--- config.mk ---
export PLATFORM = sky130hd
export DESIGN_NAME = sorted_list_engine_core
export DESIGN_NICKNAME = d
export VERILOG_FILES = /design/src/rtl/sle_pkg.sv /design/src/rtl/sle_cell.sv /design/src/rtl/sorted_list_engine_core.sv
export SDC_FILE = /design/constraint.sdc
export NUM_CORES = 2
export LEC_CHECK = 0
export BUFFER_PORTS_ARGS = -buffer_cell sky130_fd_sc_hd__buf_2
export CORE_MARGIN = 3
export CORE_UTILIZATION = 45
export DETAILED_ROUTE_END_ITERATION = 7
export PLACE_DENSITY = 0.66
export SLEW_MARGIN = 30
export SYNTH_ARGS = -nofsm -noshare
export SYNTH_HDL_FRONTEND = slang
export SYNTH_HIERARCHICAL = 1
export SYNTH_SLANG_ARGS = --single-unit
--- constraint.sdc ---
create_clock -name i_clk -period 8.1 [get_ports i_clk]
set_input_delay 0.81 -clock i_clk [delete_from_list [all_inputs] [get_ports i_clk]]
set_output_delay 0.81 -clock i_clk [all_outputs]
set_load 0.02 [all_outputs]
--- src/rtl/sle_pkg.sv ---
// Shared types and constants for the sorted list engine.
// No dependencies; used by every module of the block.
`default_nettype none

package sle_pkg;

    // Number of list cells and the widths that follow from it
    localparam int DEPTH  = 16;
    localparam int IDX_W  = (DEPTH > 1) ? $clog2(DEPTH) : 1;
    localparam int CNT_W  = $clog2(DEPTH + 1);
    localparam int POS_W  = 5;
    localparam int VAL_W  = 32;
    localparam int CMP_W  = ((CNT_W > POS_W) ? CNT_W : POS_W) + 1;

    // Stream payload widths
    localparam int IN_W   = 40;
    localparam int OUT_W  = 48;

    typedef enum logic [1:0] {
        CMD_INSERT = 2'd0,
        CMD_DELETE = 2'd1,
        CMD_SEARCH = 2'd2
    } t_cmd;

    typedef enum logic [2:0] {
        ST_DONE   = 3'd0,
        ST_EMPTY  = 3'd1,
        ST_BADPOS = 3'd2,
        ST_FULL   = 3'd3,
        ST_NOKEY  = 3'd4
    } t_status;

    // Broadcast to every cell in the row
    typedef struct packed {
        logic                    ins;
        logic                    del;
        logic signed [VAL_W-1:0] value;
        logic [POS_W-1:0]        pos;
        logic [CNT_W-1:0]        count;
    } t_cell_ctrl;

endpackage

`default_nettype wire

--- src/rtl/sle_cell.sv ---
// One cell of the sorted list: holds one entry and moves it with its neighbours.
// Depends on sle_pkg.
`default_nettype none

module sle_cell (
    input  wire logic                            i_clk,
    input  wire logic [sle_pkg::IDX_W-1:0]       i_index,
    input  wire sle_pkg::t_cell_ctrl             i_ctrl,
    input  wire logic signed [sle_pkg::VAL_W-1:0] i_left_entry,
    input  wire logic                            i_left_le,
    input  wire logic signed [sle_pkg::VAL_W-1:0] i_right_entry,
    output logic signed [sle_pkg::VAL_W-1:0]     o_entry,
    output logic                                 o_le,
    output logic                                 o_hit,
    output logic signed [sle_pkg::VAL_W-1:0]     o_pick
);

    logic signed [sle_pkg::VAL_W-1:0] r_entry;
    logic signed [sle_pkg::VAL_W-1:0] n_entry;
    logic [sle_pkg::CMP_W-1:0]        w_idx;
    logic [sle_pkg::CMP_W-1:0]        w_pos;
    logic                             w_valid;
    logic                             w_at_or_after;

    assign w_idx   = sle_pkg::CMP_W'(i_index);
    assign w_pos   = sle_pkg::CMP_W'(i_ctrl.pos);
    assign w_valid = w_idx < sle_pkg::CMP_W'(i_ctrl.count);

    // Entry is at or before the insertion point
    assign o_le  = w_valid && (r_entry <= i_ctrl.value);
    assign o_hit = w_valid && (r_entry == i_ctrl.value);

    // Cell named by the 1-based delete position
    assign w_at_or_after = (w_idx + sle_pkg::CMP_W'(1)) >= w_pos;
    assign o_pick = ((w_idx + sle_pkg::CMP_W'(1)) == w_pos) ? r_entry : '0;

    assign o_entry = r_entry;

    // Keep, load the new value, or shift from a neighbour
    always_comb begin
        n_entry = r_entry;
        if (i_ctrl.ins && !o_le) begin
            if (i_left_le) begin
                n_entry = i_ctrl.value;
            end else begin
                n_entry = i_left_entry;
            end
        end else if (i_ctrl.del && w_at_or_after) begin
            n_entry = i_right_entry;
        end
    end

    always_ff @(posedge i_clk) begin
        r_entry <= n_entry;
    end

endmodule

`default_nettype wire

--- src/rtl/sorted_list_engine_core.sv ---
// Top level of the sorted list engine: a row of sle_cell and the result register.
// Depends on sle_pkg and sle_cell.
`default_nettype none

// Keeps up to DEPTH (16) signed 32-bit values in ascending order in a row of
// cells, one entry per cell. Every command (insert in order, delete at a
// 1-based position, search for a key) is worked in parallel: all cells
// compare against the broadcast value at once and each loads its new entry
// from itself, the command or a neighbour. One result per command leaves
// through a registered output stage, and a new command is taken every cycle
// while that stage is empty or being drained, so the rate is one command per
// clock. No clearing pass is needed; reset clears only the count and output valid.

module sorted_list_engine_core (
    input  wire logic                        i_clk,
    input  wire logic                        i_rst_n,
    // command [1:0], value [33:2], position [38:34]
    input  wire logic [sle_pkg::IN_W-1:0]    i_s_tdata,
    input  wire logic                        i_s_tvalid,
    output logic                             o_s_tready,
    // status [2:0], found [3], removed_value [35:4], count [40:36]
    output logic [sle_pkg::OUT_W-1:0]        o_m_tdata,
    output logic                             o_m_tvalid,
    input  wire logic                        i_m_tready
);

    logic [1:0]                       w_cmd;
    logic signed [sle_pkg::VAL_W-1:0] w_value;
    logic [sle_pkg::POS_W-1:0]        w_pos;
    logic                             w_accept;
    logic                             w_full;
    logic                             w_empty;
    logic                             w_pos_ok;
    sle_pkg::t_cell_ctrl              w_ctrl;

    logic signed [sle_pkg::VAL_W-1:0] w_entry [sle_pkg::DEPTH];
    logic [sle_pkg::DEPTH-1:0]        w_le;
    logic [sle_pkg::DEPTH-1:0]        w_hit;
    logic signed [sle_pkg::VAL_W-1:0] w_pick  [sle_pkg::DEPTH];
    logic signed [sle_pkg::VAL_W-1:0] w_removed;

    logic [sle_pkg::CNT_W-1:0]        r_count;
    logic [sle_pkg::CNT_W-1:0]        n_count;
    logic                             r_out_valid;
    logic [sle_pkg::OUT_W-1:0]        r_out_data;
    logic [sle_pkg::OUT_W-1:0]        n_out_data;
    sle_pkg::t_status                 w_status;
    logic                             w_found;
    logic signed [sle_pkg::VAL_W-1:0] w_rm_out;

    // Unpack the command transfer
    assign w_cmd   = i_s_tdata[1:0];
    assign w_value = i_s_tdata[33:2];
    assign w_pos   = i_s_tdata[38:34];

    assign o_s_tready = !r_out_valid || i_m_tready;
    assign w_accept   = i_s_tvalid && o_s_tready;

    assign w_full   = r_count >= sle_pkg::CNT_W'(sle_pkg::DEPTH);
    assign w_empty  = r_count == '0;
    assign w_pos_ok = (w_pos != '0) &&
                      (sle_pkg::CMP_W'(w_pos) <= sle_pkg::CMP_W'(r_count));

    // Broadcast to the row
    always_comb begin
        w_ctrl.ins   = w_accept && (w_cmd == sle_pkg::CMD_INSERT) && !w_full;
        w_ctrl.del   = w_accept && (w_cmd == sle_pkg::CMD_DELETE) && !w_empty && w_pos_ok;
        w_ctrl.value = w_value;
        w_ctrl.pos   = w_pos;
        w_ctrl.count = r_count;
    end

    // Row of cells
    for (genvar g = 0; g < sle_pkg::DEPTH; g++) begin : g_cell
        logic signed [sle_pkg::VAL_W-1:0] w_left;
        logic                             w_left_le;
        logic signed [sle_pkg::VAL_W-1:0] w_right;

        if (g == 0) begin : g_first
            assign w_left    = '0;
            assign w_left_le = 1'b1;
        end else begin : g_inner
            assign w_left    = w_entry[g-1];
            assign w_left_le = w_le[g-1];
        end

        if (g == sle_pkg::DEPTH - 1) begin : g_last
            assign w_right = w_entry[g];
        end else begin : g_body
            assign w_right = w_entry[g+1];
        end

        sle_cell u_cell (
            .i_clk         (i_clk),
            .i_index       (sle_pkg::IDX_W'(g)),
            .i_ctrl        (w_ctrl),
            .i_left_entry  (w_left),
            .i_left_le     (w_left_le),
            .i_right_entry (w_right),
            .o_entry       (w_entry[g]),
            .o_le          (w_le[g]),
            .o_hit         (w_hit[g]),
            .o_pick        (w_pick[g])
        );
    end

    // Gather the entry at the delete position
    always_comb begin
        w_removed = '0;
        for (int k = 0; k < sle_pkg::DEPTH; k++) begin
            w_removed = w_removed | w_pick[k];
        end
    end

    // Build the result and the next count
    always_comb begin
        w_status = sle_pkg::ST_DONE;
        w_found  = 1'b0;
        w_rm_out = '0;
        n_count  = r_count;
        case (w_cmd)
            sle_pkg::CMD_INSERT: begin
                if (w_full) begin
                    w_status = sle_pkg::ST_FULL;
                end else begin
                    n_count = r_count + sle_pkg::CNT_W'(1);
                end
            end
            sle_pkg::CMD_DELETE: begin
                if (w_empty) begin
                    w_status = sle_pkg::ST_EMPTY;
                end else if (!w_pos_ok) begin
                    w_status = sle_pkg::ST_BADPOS;
                end else begin
                    w_rm_out = w_removed;
                    n_count  = r_count - sle_pkg::CNT_W'(1);
                end
            end
            sle_pkg::CMD_SEARCH: begin
                if (w_empty) begin
                    w_status = sle_pkg::ST_EMPTY;
                end else if (|w_hit) begin
                    w_found = 1'b1;
                end else begin
                    w_status = sle_pkg::ST_NOKEY;
                end
            end
            default: begin
                w_status = sle_pkg::ST_DONE;
            end
        endcase
        n_out_data = {7'd0, n_count, w_rm_out, w_found, w_status};
    end

    // Count and output valid
    always_ff @(posedge i_clk) begin
        if (!i_rst_n) begin
            r_count     <= '0;
            r_out_valid <= 1'b0;
        end else begin
            if (w_accept) begin
                r_count     <= n_count;
                r_out_valid <= 1'b1;
            end else if (i_m_tready) begin
                r_out_valid <= 1'b0;
            end
        end
    end

    // Hold the result until transferred
    always_ff @(posedge i_clk) begin
        if (w_accept) begin
            r_out_data <= n_out_data;
        end
    end

    assign o_m_tvalid = r_out_valid;
    assign o_m_tdata  = r_out_data;

endmodule

`default_nettype wire

# Word level (Yosys, flattened, before mapping)
# Index checks and enable logic that the tools add are counted.
# totals
in_bits	44
word_cells	310
output_inout_bits	50
register_bits	559
# classes
eq_ne	34
n_lt_le_gt_ge	49
n_addsub	2
reduce_logical	112
bitwise_logic	18
mux	74
# op_table
cell	n
$mux 32	61
$eq 32x32->1	16
$le 32x32->1	16
$or 32x32->32	15
$logic_and 1x1->1	70
$eq 4x5->1 const A	8
$ge 4x5->1 const A	8
$lt 4x5->1 const A	8
$reduce_bool 2->1	16
$eq 3x5->1 const A	4
$ge 3x5->1 const A	4
$lt 3x5->1 const A	4
$logic_not 1->1	19
$reduce_or 16->1	1
$mux 5	3
$eq 2x5->1 const A	2
$ge 2x5->1 const A	2
$lt 1x5->1 const A	2
$lt 2x5->1 const A	2
$pmux 5 s2	1
$pmux 3 s3	1
$mux 2	3
$mux 3	2
$add 5x1->5 const B	1
other kinds (16)	20

# Longest topological paths before layout
# logic_depth
depth_word	17
ltp_mapped	13
ltp_nobuf	11

# Cells and area by module
# Netlist, hierarchy kept.
# modules_own_cells
module	seq_area_each_um2	instances	area_each_um2	cells_per_inst
sle_cell (g_cell[11].u_cell ...)	960.9	11	3203.1	298
sle_cell (g_cell[0].u_cell ...)	960.9	4	3263.1	301
sorted_list_engine_core	1351.3	1	3296.9	348
sle_cell (g_cell[10].u_cell)	960.9	1	3193.1	304

# Least setup slack after synthesis
# No wires, ideal clock.
# synth_path
path_kind	input-to-reg
start	input port i_m_tready
end	register g_cell[10].u_cell.r_entry, in the netlist g_cell[10].u_cell/o_entry[0] (enable)
path_slack_ps	938
setup_time_ps	394
arrival_time_ps	6768
path_buffers	1
cell_stages	8
required_ps	7706
cell_sequence	or2b_2 nand2_1 nor4_1 and3_1 a32oi_1 o221ai_2 buf_6 nand2b_1
# synth_rtl
element	line	text
from (decl)	sorted_list_engine_core.sv:24	input wire logic i_m_tready
to (signal assigned)	sle_cell.sv:54	r_entry <= n_entry;
to (decl)	sle_cell.sv:18	logic signed [sle_pkg::VAL_W-1:0] r_entry;

==> flow_summary.ini <==
[setup_path]
crit_path_end_kind = flop
timing.rr.end = g_cell[9].u_cell/o_entry[18]
r2r_slack_ns = 3.40
cp-start-kind = flop
crit_start = r_count[2]
max_stage_delay_ns = 0.70
critPathMostFrequentCell = buf_4
crit_fanout = 33
path_buf_inv = 4
arrival_ns = 4.98
crit_chain = buf_4 > inv_1 > ha_1 > and4_4 > a22oi_2 > a21boi_4 > nand2_1 > buf_4 > nor2_1 > o21ai_0 > nand3_1 > buf_4
cp_top_family = simple AND/OR/NAND/NOR gates
cpMaxStageDelayCell = nor2_1
worstSetupPathType = flop to flop
crit_required_ns = 8.38
worst_r2r_path_depth = 12
rr_startpoint = r_count[2]

[clock_network]
clockBufferDepth = 3
worst_setup_hold_path_clk_slew_ns = 0.06
cts_setup_buffers = 0
cts_max_level = 3
cts_tree = done
numCtsBuffers = 72
insertion_delay_ns = 0.63
cts_root_buf = clkbuf_16
cts_sinks = 559
cts_resized = 0
ctsHoldBuffers = 0

[floorplan]
die-height_um = 355
initial_core_util_pct = 45.5
die-area_mm2 = 0.126
core_area_mm2 = 0.120
ios = 94
fp.dieW_um = 355
rows = 127

[routing]
drt_iter0_drc = 2839
via_per_inst = 5.59
wl_per_cell_um = 21.7
antenna_left = 0
drc = 0
vias = 39700
drtPass1Iterations = 5
drt_wl_total_um = 154000

[min_path]
hold_class = primary input to flop
holdPathStages = 3
min_to = o_m_tvalid
hp-start = i_s_tvalid

[layout]
nNetsFinal = 6135
final_common_cell = inv_1
final_cell_mix = inv_1, ha_1, edfxtp_1
layoutNonFillerInstCount = 7094
fillers = 10800
area_growth_pct = 9.40
drive_gt1_share_pct = 24.7

[timing]
worst-slew-pin-transition_ns = 1.17
skew_ns = 0.0297
timing.final.crit_period_ns = 4.70
finalWorstSetupSlack_ns = 3.40
max_freq_mhz = 213
slew_viol_final = 0
hold_slack_ns = 0.451
rsz0062_at_grt = no
final_hold_viol_count = 0
final.period_utilization_pct = 58.0
setup_violations = 0
timing.setup.tns_ns = 0
relSlewSlack_pct = 21.6

[pwr]
p_leak_uw = 0.0266
peakVddDrop_mv = 0.120
power_density_mw_per_mm2 = 153

[placed_design]
numPortBuffers = 85
gp_congestion = 0.924
dpl_worst_slack_ns = 3.01
post-place-cells = 6966
dp_hpwl_um = 121000

[synthesis]
syn_inst = 5131
yosys_warnings = 6
syn_area_mm2 = 0.0548
synth_area_per_cell_um2 = 10.7

[grt]
grt_max_degree = 49
antenna_found_initial = 9
overflow = 0
grt.total_usage_pct = 23.9
grt_pass1_wl_um = 235000
grt_pass1_vias = 39800

[run_status]
status = complete, no violations

[flow_run]
cap_viol_max_count = 0
layer usage:
metal,GRT usage [%],vias up,share of wire (%)
met4,8.87,2,3.7
met2,39.2,1051,46
li1,-,19000,-
met5,0,-,0.0085
met1,32.7,19400,45
met3,2.27,225,5.0
worst register-to-register path: cells and delay by family (launching register included):
family / cells / cell delay, ns
compound gates: 3 / 0.91
fa+ha+maj: 1 / 0.35
buf+inv: 4 / 1.33
flops: 1 / 0.30
simple gates: 4 / 1.45
layout make-up:
class	instances	area (µm²)	share of cell area, %
Antenna cell	2	5.00	0.00835
Clock buffer	88	1960	3.27
Clock inverter	38	264	0.441
Inverter	673	2530	4.22
Multi-Input combinational cell	3984	35500	59.3
Sequential cell	559	16700	27.9
Tap cell	1612	2020	3.37
Timing Repair Buffer	138	898	1.50
worst max path at each step:
stage | cells after the start | slack (ns) | end
floorplan | 8 | 0.94 | g_cell[10].u_cell/o_entry[0]
global placement | 11 | 2.98 | g_cell[6].u_cell/o_entry[23]
detailed placement | 13 | 3.01 | g_cell[15].u_cell/o_entry[31]
CTS | 11 | 3.41 | g_cell[15].u_cell/o_entry[20]
global route | 12 | 3.18 | g_cell[3].u_cell/o_entry[2]
finish | 12 | 3.40 | g_cell[9].u_cell/o_entry[18]
metrics by stage:
stage          cell area, µm²  util (%)  total power [µW]
2_1_floorplan           55700         -              5410
3_3_place_gp            57400      47.7              5950
3_5_place_dp            57600      47.9              6050
4_1_cts                 59900      49.8              9210
5_1_grt                 59900      49.8              9580
6_report                59900      49.8              9160
power by group:
| part | internal (µW) | switching (µW) |
|---|---|---|
| Sequential | 3410 | 164 |
| Combinational | 1160 | 1280 |
| Clock | 1810 | 1330 |
| Total | 6380 | 2780 |
registers in the layout, indices dropped and copies added, names as in the netlist:
name and count:
g_cell.u_cell/o_entry 512, o_m_tdata 41, o_m_tvalid 1, r_count 5
Note: power is estimated with default switching activity, not from simulation.
